File: config.mk
export PLATFORM = sky130hd
export DESIGN_NAME = trng_continuous_health_test_core
export DESIGN_NICKNAME = d
export VERILOG_FILES = /design/src/trng_cht_pkg.sv /design/src/trng_cht_rct.sv /design/src/trng_cht_apt.sv /design/src/trng_continuous_health_test_core.sv
export SDC_FILE = /design/constraint.sdc
export NUM_CORES = 1
export LEC_CHECK = 0
export BUFFER_PORTS_ARGS = -buffer_cell sky130_fd_sc_hd__buf_2
export CAP_MARGIN = 15
export CELL_PAD_IN_SITES_DETAIL_PLACEMENT = 1
export CELL_PAD_IN_SITES_GLOBAL_PLACEMENT = 1
export CORE_UTILIZATION = 34
export DETAILED_ROUTE_END_ITERATION = 10
export PLACE_DENSITY_LB_ADDON = 0.2
export SLEW_MARGIN = 15
export SYNTH_ARGS = -nofsm -noshare
export SYNTH_HDL_FRONTEND = slang
export SYNTH_SLANG_ARGS = --single-unit
File: constraint.sdc
create_clock -name clk -period 21.3 [get_ports clk]
set_input_delay 2.13 -clock clk [delete_from_list [all_inputs] [get_ports clk]]
set_output_delay 2.13 -clock clk [all_outputs]
set_load 0.05 [all_outputs]
File: src/trng_cht_pkg.sv
// Shared constants, types and bit-count helpers for the continuous health test block.
package trng_cht_pkg;

  localparam int WORD_W    = 32;
  localparam int POP_W     = 6;
  localparam int RUN_W     = 8;
  localparam int WIN_WORDS = 32;
  localparam int POS_W     = (WIN_WORDS > 1) ? $clog2(WIN_WORDS) : 1;
  localparam int WIN_BITS  = WIN_WORDS * WORD_W;
  localparam int ONES_W    = $clog2(WIN_BITS + 1);
  localparam int APT_CUT_W = 11;
  localparam int CMP_W     = (ONES_W > APT_CUT_W) ? ONES_W : APT_CUT_W;
  localparam int CFG_ADDR_W = 2;
  localparam int CFG_DATA_W = 11;

  typedef logic [CFG_ADDR_W-1:0] cfg_addr_t;

  localparam cfg_addr_t CFG_RCT_CUTOFF = 2'd0;
  localparam cfg_addr_t CFG_APT_CUTOFF = 2'd1;
  localparam cfg_addr_t CFG_WARMUP     = 2'd2;

  localparam logic [RUN_W-1:0]     RCT_CUTOFF_RST = 8'd40;
  localparam logic [APT_CUT_W-1:0] APT_CUTOFF_RST = 11'd840;
  localparam logic [RUN_W-1:0]     WARMUP_RST     = 8'd2;

  typedef struct packed {
    logic failed;
    logic warm_ok;
  } rct_res_t;

  typedef struct packed {
    logic failed;
    logic full;
  } apt_res_t;

  // Tree popcount of a 32-bit word.
  function automatic logic [POP_W-1:0] pop32(input logic [WORD_W-1:0] v);
    logic [WORD_W-1:0] a;
    logic [WORD_W-1:0] b;
    logic [WORD_W-1:0] c;
    logic [WORD_W-1:0] d;
    logic [WORD_W-1:0] e;
    a = v - ((v >> 1) & 32'h5555_5555);
    b = (a & 32'h3333_3333) + ((a >> 2) & 32'h3333_3333);
    c = (b + (b >> 4)) & 32'h0F0F_0F0F;
    d = c + (c >> 8);
    e = d + (d >> 16);
    return e[POP_W-1:0] & 6'h3F;
  endfunction

  function automatic logic [WORD_W-1:0] rev32(input logic [WORD_W-1:0] v);
    logic [WORD_W-1:0] r;
    for (int i = 0; i < WORD_W; i++) begin
      r[i] = v[WORD_W-1-i];
    end
    return r;
  endfunction

endpackage

File: src/trng_cht_rct.sv
// Repetition count test: run lengths carried across words and the warm-up counter.
module trng_cht_rct (
  input  logic                             clk,
  input  logic                             rst_n,
  input  logic                             fire,
  input  logic                             ok,
  input  logic                             restart,
  input  logic [trng_cht_pkg::WORD_W-1:0]  word,
  input  logic [trng_cht_pkg::RUN_W-1:0]   cutoff,
  input  logic [trng_cht_pkg::RUN_W-1:0]   warmup_words,
  output trng_cht_pkg::rct_res_t           res
);

  logic [trng_cht_pkg::RUN_W-1:0]  zero_run_r, zero_run_nxt;
  logic [trng_cht_pkg::RUN_W-1:0]  one_run_r, one_run_nxt;
  logic [trng_cht_pkg::RUN_W-1:0]  warm_r, warm_nxt, warm_base;
  logic [trng_cht_pkg::WORD_W-1:0] rw;
  logic [trng_cht_pkg::POP_W-1:0]  tz, to, lz, lo;
  logic [trng_cht_pkg::RUN_W:0]    zsum, osum;
  logic                            fail, pass;

  // Masks of the trailing equal bits turn each count into a popcount.
  assign rw = trng_cht_pkg::rev32(word);
  assign tz = trng_cht_pkg::pop32(~word & (word - 32'd1));
  assign to = trng_cht_pkg::pop32(word & ~(word + 32'd1));
  assign lz = trng_cht_pkg::pop32(~rw & (rw - 32'd1));
  assign lo = trng_cht_pkg::pop32(rw & ~(rw + 32'd1));

  assign zsum = {3'b000, tz} + {1'b0, zero_run_r};
  assign osum = {3'b000, to} + {1'b0, one_run_r};

  assign fail = ok && ((zsum >= {1'b0, cutoff}) || (osum >= {1'b0, cutoff}));
  assign pass = ok && !fail;

  // A uniform word extends the carried run; the sum then already holds it.
  always_comb begin
    if (word == '0) begin
      zero_run_nxt = zsum[trng_cht_pkg::RUN_W] ? 8'hFF : zsum[trng_cht_pkg::RUN_W-1:0];
    end else begin
      zero_run_nxt = {2'b00, lz};
    end
    if (word == '1) begin
      one_run_nxt = osum[trng_cht_pkg::RUN_W] ? 8'hFF : osum[trng_cht_pkg::RUN_W-1:0];
    end else begin
      one_run_nxt = {2'b00, lo};
    end
  end

  assign warm_base = restart ? '0 : warm_r;
  assign warm_nxt  = (pass && (warm_base < warmup_words)) ? warm_base + 8'd1 : warm_base;

  always_ff @(posedge clk) begin
    if (!rst_n) begin
      zero_run_r <= '0;
      one_run_r  <= '0;
      warm_r     <= '0;
    end else if (fire) begin
      warm_r <= warm_nxt;
      if (pass) begin
        zero_run_r <= zero_run_nxt;
        one_run_r  <= one_run_nxt;
      end
    end
  end

  assign res.failed  = fail;
  assign res.warm_ok = (warm_nxt >= warmup_words);

endmodule

File: src/trng_cht_apt.sv
// Adaptive proportion test: sliding window of per-word popcounts and its bounds check.
module trng_cht_apt (
  input  logic                               clk,
  input  logic                               rst_n,
  input  logic                               fire,
  input  logic                               ok,
  input  logic                               restart,
  input  logic [trng_cht_pkg::WORD_W-1:0]    word,
  input  logic [trng_cht_pkg::APT_CUT_W-1:0] cutoff,
  output trng_cht_pkg::apt_res_t             res
);

  logic [trng_cht_pkg::POP_W-1:0]  pops_r [trng_cht_pkg::WIN_WORDS];
  logic [trng_cht_pkg::POS_W-1:0]  pos_r, pos_nxt;
  logic [trng_cht_pkg::ONES_W-1:0] ones_r, ones_nxt;
  logic                            full_r, full_nxt, full_base;
  logic [trng_cht_pkg::POP_W-1:0]  pop, old;
  logic                            wrap;
  logic [trng_cht_pkg::CMP_W-1:0]  ones_x, cut_x, bits_x, lower;

  assign pop  = trng_cht_pkg::pop32(word);
  assign old  = pops_r[pos_r];
  assign wrap = (pos_r == trng_cht_pkg::POS_W'(trng_cht_pkg::WIN_WORDS - 1));

  assign ones_nxt = ones_r - trng_cht_pkg::ONES_W'(old) + trng_cht_pkg::ONES_W'(pop);
  assign pos_nxt  = wrap ? '0 : pos_r + 1'b1;

  assign full_base = restart ? 1'b0 : full_r;
  assign full_nxt  = ok ? (full_base | wrap) : full_base;

  assign ones_x = trng_cht_pkg::CMP_W'(ones_nxt);
  assign cut_x  = trng_cht_pkg::CMP_W'(cutoff);
  assign bits_x = trng_cht_pkg::CMP_W'(trng_cht_pkg::WIN_BITS);
  assign lower  = (bits_x > cut_x) ? bits_x - cut_x : '0;

  always_ff @(posedge clk) begin
    if (!rst_n) begin
      for (int i = 0; i < trng_cht_pkg::WIN_WORDS; i++) begin
        pops_r[i] <= '0;
      end
      pos_r  <= '0;
      ones_r <= '0;
      full_r <= 1'b0;
    end else if (fire) begin
      full_r <= full_nxt;
      if (ok) begin
        pops_r[pos_r] <= pop;
        pos_r         <= pos_nxt;
        ones_r        <= ones_nxt;
      end
    end
  end

  assign res.failed = ok && full_nxt && ((ones_x > cut_x) || (ones_x < lower));
  assign res.full   = full_nxt;

endmodule

File: src/trng_continuous_health_test_core.sv
// Top level: input and result registers, configuration registers and the two health tests.
// Pipeline: an accepted beat is held in the input register and then moves to the result
// register, whose valid flag drives out_tvalid; a stalled result register holds it back.
// Throughput: one word per cycle while out_tready keeps the result register draining; the
// test state is updated as a word moves from the input register to the result register.
// Reset: synchronous active-low rst_n clears all run counts, the warm-up count, the whole
// popcount window and the valid flags of both pipeline registers, and loads the defaults.
module trng_continuous_health_test_core (
  input  logic        clk,
  input  logic        rst_n,
  input  logic        in_tvalid,
  output logic        in_tready,
  input  logic [31:0] in_tdata,   // [31:0] sample_word
  input  logic [1:0]  in_tuser,   // [0] source_ok, [1] restart_warmup
  output logic        out_tvalid,
  input  logic        out_tready,
  output logic [31:0] out_tdata,  // [31:0] data_word
  output logic [4:0]  out_tuser,  // [0] word_valid, [1] rct_failed, [2] apt_failed,
                                  // [3] source_failed, [4] powerup_passed
  input  logic        cfg_valid,
  output logic        cfg_ready,
  input  trng_cht_pkg::cfg_addr_t cfg_addr,
  input  logic [trng_cht_pkg::CFG_DATA_W-1:0] cfg_data
);

  logic [trng_cht_pkg::RUN_W-1:0]     rct_cutoff_r;
  logic [trng_cht_pkg::APT_CUT_W-1:0] apt_cutoff_r;
  logic [trng_cht_pkg::RUN_W-1:0]     warmup_r;

  logic                              in_valid_r, in_valid_nxt;
  logic [trng_cht_pkg::WORD_W-1:0]   in_word_r;
  logic                              in_ok_r, in_restart_r;
  logic                              out_valid_r, out_valid_nxt;
  logic [trng_cht_pkg::WORD_W-1:0]   out_word_r;
  logic [4:0]                        out_flags_r, out_flags_nxt;

  logic                    in_acc, adv, fire;
  trng_cht_pkg::rct_res_t  rct_res;
  trng_cht_pkg::apt_res_t  apt_res;

  assign cfg_ready = 1'b1;

  always_ff @(posedge clk) begin
    if (!rst_n) begin
      rct_cutoff_r <= trng_cht_pkg::RCT_CUTOFF_RST;
      apt_cutoff_r <= trng_cht_pkg::APT_CUTOFF_RST;
      warmup_r     <= trng_cht_pkg::WARMUP_RST;
    end else if (cfg_valid) begin
      unique case (cfg_addr)
        trng_cht_pkg::CFG_RCT_CUTOFF: rct_cutoff_r <= cfg_data[trng_cht_pkg::RUN_W-1:0];
        trng_cht_pkg::CFG_APT_CUTOFF: apt_cutoff_r <= cfg_data[trng_cht_pkg::APT_CUT_W-1:0];
        trng_cht_pkg::CFG_WARMUP:     warmup_r     <= cfg_data[trng_cht_pkg::RUN_W-1:0];
        default: ;
      endcase
    end
  end

  // The held word moves on whenever the result register is empty or being drained.
  assign adv       = !out_valid_r || out_tready;
  assign fire      = in_valid_r && adv;
  assign in_tready = !in_valid_r || adv;
  assign in_acc    = in_tvalid && in_tready;

  assign in_valid_nxt  = in_acc ? 1'b1 : (fire ? 1'b0 : in_valid_r);
  assign out_valid_nxt = fire ? 1'b1 : (out_tready ? 1'b0 : out_valid_r);

  trng_cht_rct u_rct (
    .clk          (clk),
    .rst_n        (rst_n),
    .fire         (fire),
    .ok           (in_ok_r),
    .restart      (in_restart_r),
    .word         (in_word_r),
    .cutoff       (rct_cutoff_r),
    .warmup_words (warmup_r),
    .res          (rct_res)
  );

  trng_cht_apt u_apt (
    .clk     (clk),
    .rst_n   (rst_n),
    .fire    (fire),
    .ok      (in_ok_r),
    .restart (in_restart_r),
    .word    (in_word_r),
    .cutoff  (apt_cutoff_r),
    .res     (apt_res)
  );

  assign out_flags_nxt = {rct_res.warm_ok && apt_res.full,
                          !in_ok_r,
                          apt_res.failed,
                          rct_res.failed,
                          in_ok_r && !rct_res.failed && !apt_res.failed};

  always_ff @(posedge clk) begin
    if (!rst_n) begin
      in_valid_r  <= 1'b0;
      out_valid_r <= 1'b0;
    end else begin
      in_valid_r  <= in_valid_nxt;
      out_valid_r <= out_valid_nxt;
    end
  end

  always_ff @(posedge clk) begin
    if (in_acc) begin
      in_word_r    <= in_tdata;
      in_ok_r      <= in_tuser[0];
      in_restart_r <= in_tuser[1];
    end
    if (fire) begin
      out_word_r  <= in_word_r;
      out_flags_r <= out_flags_nxt;
    end
  end

  assign out_tvalid = out_valid_r;
  assign out_tdata  = out_word_r;
  assign out_tuser  = out_flags_r;

`ifndef SYNTHESIS
  a_src_fail_no_test: assert property (@(posedge clk) disable iff (!rst_n)
    out_valid_r && out_flags_r[3] |-> !out_flags_r[0] && !out_flags_r[1] && !out_flags_r[2])
    else $error("source failure reported together with a test result");

  a_hold_pending: assert property (@(posedge clk) disable iff (!rst_n)
    in_valid_r && !adv |=> in_valid_r && $stable(in_word_r))
    else $error("held word lost while the result register was stalled");

  a_fire_shows_result: assert property (@(posedge clk) disable iff (!rst_n)
    fire |=> out_valid_r)
    else $error("processed word did not reach the result register");
`endif

endmodule
==> results of run 1 <==
==> worst max-delay path, delay by kind of cell, from the launching register on <==
family                   cells  cell delay, ns
XOR/XNOR                     3            0.50
AO/OA/AOI/OAI               22            4.06
buffers and inverters        6            0.70
AND/OR/NAND/NOR              8            2.31
flip-flops                   1            0.53
adder cells (fa/ha/maj)      9            3.78
==> per-layer routing <==
layer  vias to the layer above  track usage  wire length (um)
met5                         -            0                 0
met4                         0       0.0407              1490
met3                        82       0.0205              2980
met2                       350        0.336             41200
met1                     11200        0.295             44000
li1                      10600            -                 -
==> layout by cell type (no fill, tap or decap), types with 6 or more instances in the layout <==
| cell | instances |
|---|---|
| a31oi_1 | 25 |
| o41ai_1 | 6 |
| or3_1 | 22 |
| and2_1 | 11 |
| nor4_1 | 15 |
| o21a_1 | 10 |
| mux2i_1 | 21 |
| o21ai_0 | 99 |
| clkinv_1 | 8 |
| a21boi_0 | 17 |
| and3_1 | 24 |
| a211oi_1 | 15 |
| or2_2 | 7 |
| inv_1 | 247 |
| nand3b_1 | 6 |
| a21o_1 | 103 |
| a21oi_1 | 127 |
| clkbuf_1 | 8 |
| ha_1 | 468 |
| nand2_1 | 244 |
| o21bai_1 | 16 |
| nor2_1 | 344 |
| o211ai_1 | 20 |
| mux4_2 | 60 |
| xnor2_1 | 148 |
| or4_1 | 7 |
| bufinv_16 | 6 |
| buf_2 | 90 |
| nand3_1 | 63 |
| edfxtp_1 | 263 |
| nand4_1 | 43 |
| nor2b_1 | 38 |
| buf_4 | 31 |
| xor2_1 | 69 |
| nand2b_1 | 28 |
| dfxtp_1 | 73 |
| nor3_1 | 36 |
| clkbuf_16 | 41 |
| fa_1 | 83 |
==> state kept, by name (all words and copies together), names as in the netlist, 5 cells and up, named ones only <==
signal / count
warmup_r: 8
u_rct.warm_r: 8
u_rct.zero_run_r: 8
u_apt.pos_r: 5
out_tuser: 5
in_word_r: 32
u_apt.pops_r: 192
rct_cutoff_r: 8
u_apt.ones_r: 11
u_rct.one_run_r: 8
out_tdata: 32
apt_cutoff_r: 11
==> stage by stage <==
step	std cells	util	area (um2)	hold WS (ns)	worst slack (ns)
after floorplan	2958	-	29300	0.436	10.54
after global placement	4130	0.365	31100	0.446	9.59
after detailed placement	4130	0.365	31100	0.456	9.21
after CTS	4204	0.381	32500	0.465	9.18
after global routing	4204	0.381	32500	0.495	8.39
final	4204	0.381	32500	0.463	9.18
==> path summary, 6_finish.rpt <==
kind,start,to,slack [ns],depth (start not counted)
worst max-delay path,in_word_r[3],out_tuser[4],9.18,48
worst min-delay path,u_apt.ones_r[0],u_apt.ones_r[0],0.46,2
worst max register to register,in_word_r[3],out_tuser[4],9.18,48
worst min register to register,u_apt.ones_r[0],u_apt.ones_r[0],0.46,2
==> area by class of cell <==
class | count | area [um2] | share of cell area
repair buffers | 121 | 683 | 0.0210
flip-flops and latches | 338 | 9400 | 0.289
clock buffers | 49 | 1060 | 0.0325
clock inverters | 25 | 325 | 0.0100
inverters | 251 | 945 | 0.0291
well taps | 1144 | 1430 | 0.0441
multi-input cells | 2276 | 18600 | 0.574
==> kinds of logic (layout without fill, tap and decap cells) <==
family	after synthesis	after routing	share of synthesized area
AOI/OAI and AO/OA	495	495	0.110
xor gates and xnor gates	220	220	0.0657
adders and majority gates	551	551	0.256
buffers and inverters	344	446	0.0449
DFF	338	338	0.321
muxes	85	85	0.0548
other	1	1	0.000128
and+or+nand+nor	924	924	0.148
==> metrics, run 1 <==
H-Tree Depth=2; Die Span Y=296 um; Final Setup Violations=0; Hold-fix buffers, CTS=0; ys flop type=edfxtp_1; post-CTS setup buffer count=0; DR vias/cell=5.29; global-route usage over all layers=0.206; vias in the first global route=23,800; Layout Nets=between 3,000 and 4,000; slowest stage delay, CP=about 0.7 ns; top cells by area, synth=edfxtp_1, ha_1, fa_1; TNS Setup=0 ns; GR Overflow Total=0; Routed wire per std cell=between 20 and 25 um; crit path DAT=12.45 ns; cell area after synthesis=approximately 29,000 um2; starting DRC count in detailed routing=between 1,000 and 1,500; Via Count=between 20,000 and 25,000; Remaining DRCs=0; IO Port Bufs=90; Worst-Skew Late Latency=~0.6 ns; Initial Utilization=0.344; Syn-to-layout area delta=10.8%; CTS sink cnt=approximately 340; crit path kind=flop to flop; leading area contributor after synthesis=edfxtp_1; initial antenna violation count=3; CP Max Fanout=10; Syn Area/Cell=between 9 and 10 um2; Hold Fails Final Rpt=0; Critical Path End Type=flop; status=finished, final reports clean; CTS tree=yes; slowest CP cell=or4b_2; Cell Rows=between 100 and 150; Max Transition Viols Final=0; fillers=9,664; RSZ-0062 raised after global routing=false; Worst Tran Pin Value=about 1.0 ns; EDFF count, synth=263; Final Critical Period=about 12 ns; Worst-path clk slew=around 0.06 ns; detailed placement HPWL=between 70,000 and 80,000 um; MaxCap Viol Count=0; TritonCTS buffer count=41; first-pass GRT wire length=approximately 140,000 um; post-synth top area share=0.269; io pins=92; CP required=about 22 ns; top-count cell post-synth=ha_1; Synth Register Bits=between 300 and 400; critical path's most frequent cell=a21o_1; core outline area=85,300 um2; Final Skew=approximately 0.037 ns; Syn Inst Count=a little under 3,000; Fmax achieved=82.5 MHz; fraction of registers with async set/reset=0; Post-synth top cells=ha_1, nor2_1, edfxtp_1; Startpoint Class=flop; final worst path period share=0.569; clock buffer depth=3; relative slew slack=0.331; Final Wtd Congestion=0.869; Seq/Total Area, Yosys=0.321; share of cells above drive strength 1=0.0941; Syn Nets=3,561; Root Driver=clkbuf_16; yosys warns=0; WL final=approximately 90,000 um; DR pass1 iterations=5; Routed Antenna Nets=0; Die X=between 200 and 300 um; HP Class=flop to flop; post-CTS sizing=0; Synth cell types=87; largest net degree at the start of global routing=60; Die Area=~90,000 um2; Inserted Diodes=0
Power of run 1 is not shown: default switching activity piles up to over one toggle a cycle in this logic, so the estimate is an artifact.
==> run 2, diff against run 1 <==
clock period = 12.4 ns   (was 21.3 ns; I/O delays follow)
==> run 2 against run 1 <==
Clock skew down 0.010 ns. Non-clock buffer count up 16. Flip-flop and latch count stayed put. Clock-buffer cell count down 3. First-iteration DRC count rose by 11%. Design area up 0.37%. Sequential share of layout area is 0.11 points lower. Global-route usage increased by 0.24 points. Wire length grew 1.2%. Critical endpoint unchanged. Largest cell class unchanged.
==> metrics, run 2 (synthesis gave the netlist of run 1 again) <==
routing usage on met3=0.0297 (+0.00922); slowest stage delay, CP=0.73 ns (+0.03 ns); Critical Path End Type=flop; status=finished, final reports clean; r2r startpoint=in_word_r[1]; critical path launch point=in_word_r[1]; DR vias/cell=5.31 (+0.52%); CP Max Fanout=9 (-1); clock buffer depth=3 (unchanged); Routed wire per std cell=21.5 um (+0.80%); slowest CP cell=or4b_2; initial antenna violation count=2 (-1); CP required=12.73 ns (-8.89 ns); grt met1 use=0.292 (-0.00365); Inserted Diodes=0 (unchanged); MaxCap Viol Count=0 (unchanged); TNS Setup=0 ns (unchanged); Fmax achieved=86.4 MHz (+4.7%); Register Area=9400 um2 (unchanged); Max Transition Viols Final=0 (unchanged); Hold-fix buffers, CTS=0 (unchanged); largest net degree at the start of global routing=60 (unchanged); CTS tree=yes; Die Area=87,400 um2 (unchanged); commonest non-fill, non-tap cell in the layout=ha_1; GR Overflow Total=0 (unchanged); fillers=9,605 (-0.61%); Startpoint Class=flop; min-delay src=u_apt.ones_r[0]; max reg flops=192 (unchanged); WL final=90,600 um (+1.2%); RSZ-0062 raised after global routing=false; DR pass1 iterations=5 (unchanged); Worst Tran Pin Value=1.00 ns (+0.00219 ns); Hold Fails Final Rpt=0 (unchanged); crit path kind=flop to flop; Syn-to-layout area delta=11.2%; Multi-input gate area=18,700 um2 (about the same); Remaining DRCs=0 (unchanged); detailed placement HPWL=72,600 um (+2.4%); Largest Register=u_apt.pops_r; TritonCTS buffer count=41 (unchanged); Layout Nets=3,648 (+0.44%); Place WS=0.595 ns (-8.62 ns); Final Setup Violations=0 (unchanged); Routed Antenna Nets=0 (unchanged); Initial Utilization=0.344 (unchanged); met2 Usage GRT=0.339 (+0.00234); first-pass GRT wire length=141,000 um (+0.76%); flop2flop setup slack=0.82 ns (-8.35 ns); H-Tree Depth=2 (unchanged); crit path DAT=11.91 ns (-0.54 ns); IO Port Bufs=90 (unchanged); Worst-path clk slew=0.07 ns (about the same); setup ws final=0.822 ns (-8.35 ns); HP Class=flop to flop; Final Skew=0.0267 ns (-0.0104 ns); CTS sink cnt=338 (unchanged); Final Critical Period=11.58 ns (-0.547 ns); Via Count=22,400 (+0.90%); most frequent cells in the layout=ha_1, nor2_1, edfxtp_1, inv_1, nand2_1; Final Wtd Congestion=0.901 (+3.6%); share of cells above drive strength 1=0.102 (+0.00829); io pins=92 (unchanged); relative slew slack=0.333 (+0.00146); final worst path period share=0.934 (+0.364); vias in the first global route=23,900 (+0.35%); Cell Rows=107 (unchanged); Die Span Y=296 um (unchanged); global-route usage over all layers=0.208 (+0.00235); Worst-Skew Late Latency=0.58 ns (about the same); core outline area=85,300 um2 (unchanged); critical path's most frequent cell=a21o_1; grt peak-use layer=met2; starting DRC count in detailed routing=1,336 (+11%); Root Driver=clkbuf_16; Die X=296 um (unchanged)
run 2: per-stage QoR:
stage / instance area, um2 / utilization / std cells / hold WS (ns)
6_report: 32600 / 0.382 / 4220 / 0.470
5_1_grt: 32600 / 0.382 / 4220 / 0.491
4_1_cts: 32600 / 0.382 / 4218 / 0.473
3_5_place_dp: 31200 / 0.366 / 4144 / 0.464
3_3_place_gp: 31200 / 0.366 / 4144 / 0.445
2_1_floorplan: 29300 / - / 2958 / 0.436
run 2: what timing repair did:
item	CTS	global route
setup endpoints to repair	0	1
gates resized for setup	0	6
buffers inserted	0	2
run 2: critical path: cells and delay by family, from the launching register on:
family | cells | cell delay [ns]
fa+ha+maj | 9 | 3.79
flops | 1 | 0.53
xor+xnor | 2 | 0.33
simple gates | 6 | 1.63
buf+inv | 7 | 0.75
compound gates | 24 | 4.29
run 2: worst paths after layout:
kind	end	cells past startpoint
hold / removal	u_apt.ones_r[0]	2
setup reg to reg	out_tuser[4]	48
hold reg to reg	u_apt.ones_r[0]	2
setup / recovery	out_tuser[4]	48
run 2: cell type report:
type | count | share of cell area
Inverter | 251 | 0.0290
Tap cell | 1144 | 0.0439
Timing Repair Buffer | 137 | 0.0246
Clock inverter | 28 | 0.00936
Sequential cell | 338 | 0.288
Multi-Input combinational cell | 2276 | 0.572
Clock buffer | 46 | 0.0327
run 2: layer usage:
metal	wire (um)	part of all wire	vias up
met4	1880	0.021	0
met5	0	0	-
met2	41700	0.46	472
met3	4520	0.050	91
met1	42600	0.47	11300
li1	-	-	10600
Power of run 2 is left out for the same reason.
==> run 3, diff against run 2 <==
clock period = 10.7 ns   (was 12.4 ns; I/O delays follow)
==> run 3 against run 2 <==
Final cell count rose by 4.0%. First-iteration DRC count fell by 2.9%. Fmax rose by 12%. Die area did not move. Non-clock buffer count rose by 166. Global-route usage rose by 0.57 points. Via count rose by 3.8%. Clock skew rose by 0.0098 ns. Highest routed layer unchanged.
==> metrics, run 3 (synthesis gave the netlist of run 1 again) <==
Cell Rows=107 (unchanged); placed cells=4,300 (+3.8%); slowest stage delay, CP=0.59 ns (-0.14 ns); Startpoint Class=flop; critical path's most frequent cell=a21o_1; first-pass GRT wire length=144,000 um (+2.2%); Initial Utilization=0.344 (unchanged); Worst-Skew Late Latency=0.59 ns (about the same); Critical Path End Type=flop; max reg flops=192 (unchanged); global-route usage over all layers=0.214 (+0.00574); Routed wire per std cell=21.5 um (about the same); Routed Antenna Nets=0 (unchanged); crit path DAT=10.67 ns (-1.24 ns); detailed placement HPWL=75,700 um (+4.2%); Worst Tran Pin Value=0.987 ns (-0.0137 ns); RSZ-0062 raised after global routing=true; Via Count=23,300 (+3.8%); Fmax achieved=96.6 MHz (+12%); MaxCap Viol Count=0 (unchanged); Layout Nets=3,814 (+4.6%); io pins=92 (unchanged); Inserted Diodes=0 (unchanged); slowest CP cell=fa_2; TNS Setup=0 ns (unchanged); fillers=9,631 (+0.27%); vias in the first global route=24,500 (+2.8%); Remaining DRCs=0 (unchanged); Hold-fix buffers, CTS=0 (unchanged); core outline area=85,300 um2 (unchanged); CP delay by family, top=compound AO/OA/AOI/OAI gates; largest net degree at the start of global routing=50 (-17%); starting DRC count in detailed routing=1,297 (-2.9%); CP required=11.02 ns (-1.71 ns); final worst path period share=0.967 (+0.0334); Multi-input gate area=19,100 um2 (+2.1%); crit path kind=flop to flop; Syn-to-layout area delta=16.9%; status=finished, final reports clean; Final Critical Period=10.35 ns (-1.23 ns); Root Driver=clkbuf_16; WL final=94,100 um (+3.9%); Max Transition Viols Final=0 (unchanged); commonest non-fill, non-tap cell in the layout=ha_1; TritonCTS buffer count=41 (unchanged); H-Tree Depth=2 (unchanged); Die X=296 um (unchanged); GR Overflow Total=0 (unchanged); Die Area=87,400 um2 (unchanged); DR vias/cell=5.30 (-0.19%); Placed Instance Area=32,400 um2 (+3.8%); WP buf/inv=6 (-1); Hold Fails Final Rpt=0 (unchanged); design area=34,300 um2 (+5.1%); Die Span Y=296 um (unchanged); CTS sink cnt=338 (unchanged); Largest Register=u_apt.pops_r; initial antenna violation count=1 (-1); HP Class=flop to flop; relative slew slack=0.339 (+0.00628); most frequent cells in the layout=ha_1, nor2_1, edfxtp_1, nand2_1, inv_1; Final Skew=0.0364 ns (+0.00977 ns); Final Setup Violations=0 (unchanged); Register Area=9400 um2 (about the same); DR pass1 iterations=5 (unchanged); IO Port Bufs=90 (unchanged); Final Wtd Congestion=0.923 (+2.5%); share of cells above drive strength 1=0.172 (+0.0700); Worst-path clk slew=0.07 ns (about the same); CP Max Fanout=4 (-5); clock buffer depth=3 (unchanged); CTS tree=yes; post-route non-filler standard cell count=4,387 (+4.0%)
[run 3: worst register-to-register path: cells and delay by family, from the launching register on]
family,cells,cell delay (ns)
AOI/OAI and AO/OA,21,3.79
xor gates and xnor gates,3,0.43
adders and majority gates,9,3.23
buffers and inverters,6,0.62
DFF,1,0.43
and+or+nand+nor,9,1.54
[run 3: routing by layer]
metal  up-vias  GRT usage  part of all wire
li1      10900          -                 -
met2       448      0.345              0.46
met5         -          0                 0
met1     11800      0.303              0.48
met4         0     0.0497             0.020
met3        97     0.0281             0.046
[run 3: timing repair]
action                                  4_1_cts  5_1_grt
gates cloned                                  0        0
pin swaps                                     7       55
endpoints found under the setup margin        1        3
setup buffers                                 0       12
gates resized for setup                       9      103
endpoints found under the hold margin         0        0
[run 3: final cells by class]
class	instances	area share
Sequential cell	338	0.274
Multi-Input combinational cell	2276	0.556
Clock buffer	51	0.0334
Clock inverter	24	0.00672
Tap cell	1144	0.0418
Inverter	251	0.0276
Timing Repair Buffer	303	0.0602
[run 3: worst paths after layout]
path                                        end  depth (start not counted)       startpoint  slack, ns
worst max-delay path               out_tuser[4]                         48     in_word_r[3]       0.35
worst min-delay path            u_apt.ones_r[0]                          2  u_apt.ones_r[0]       0.47
worst max register to register     out_tuser[4]                         48     in_word_r[3]       0.35
worst min register to register  u_apt.ones_r[0]                          2  u_apt.ones_r[0]       0.47
[run 3: stage by stage]
step / util / hold slack [ns] / setup slack (ns)
3_5_place_dp: 0.380 / 0.457 / -0.343
4_1_cts: 0.396 / 0.468 / 0.0169
3_3_place_gp: 0.380 / 0.445 / -0.100
2_1_floorplan: - / 0.436 / 0.0424
6_report: 0.402 / 0.466 / 0.352
5_1_grt: 0.402 / 0.488 / -0.176
Power of run 3 is left out for the same reason.
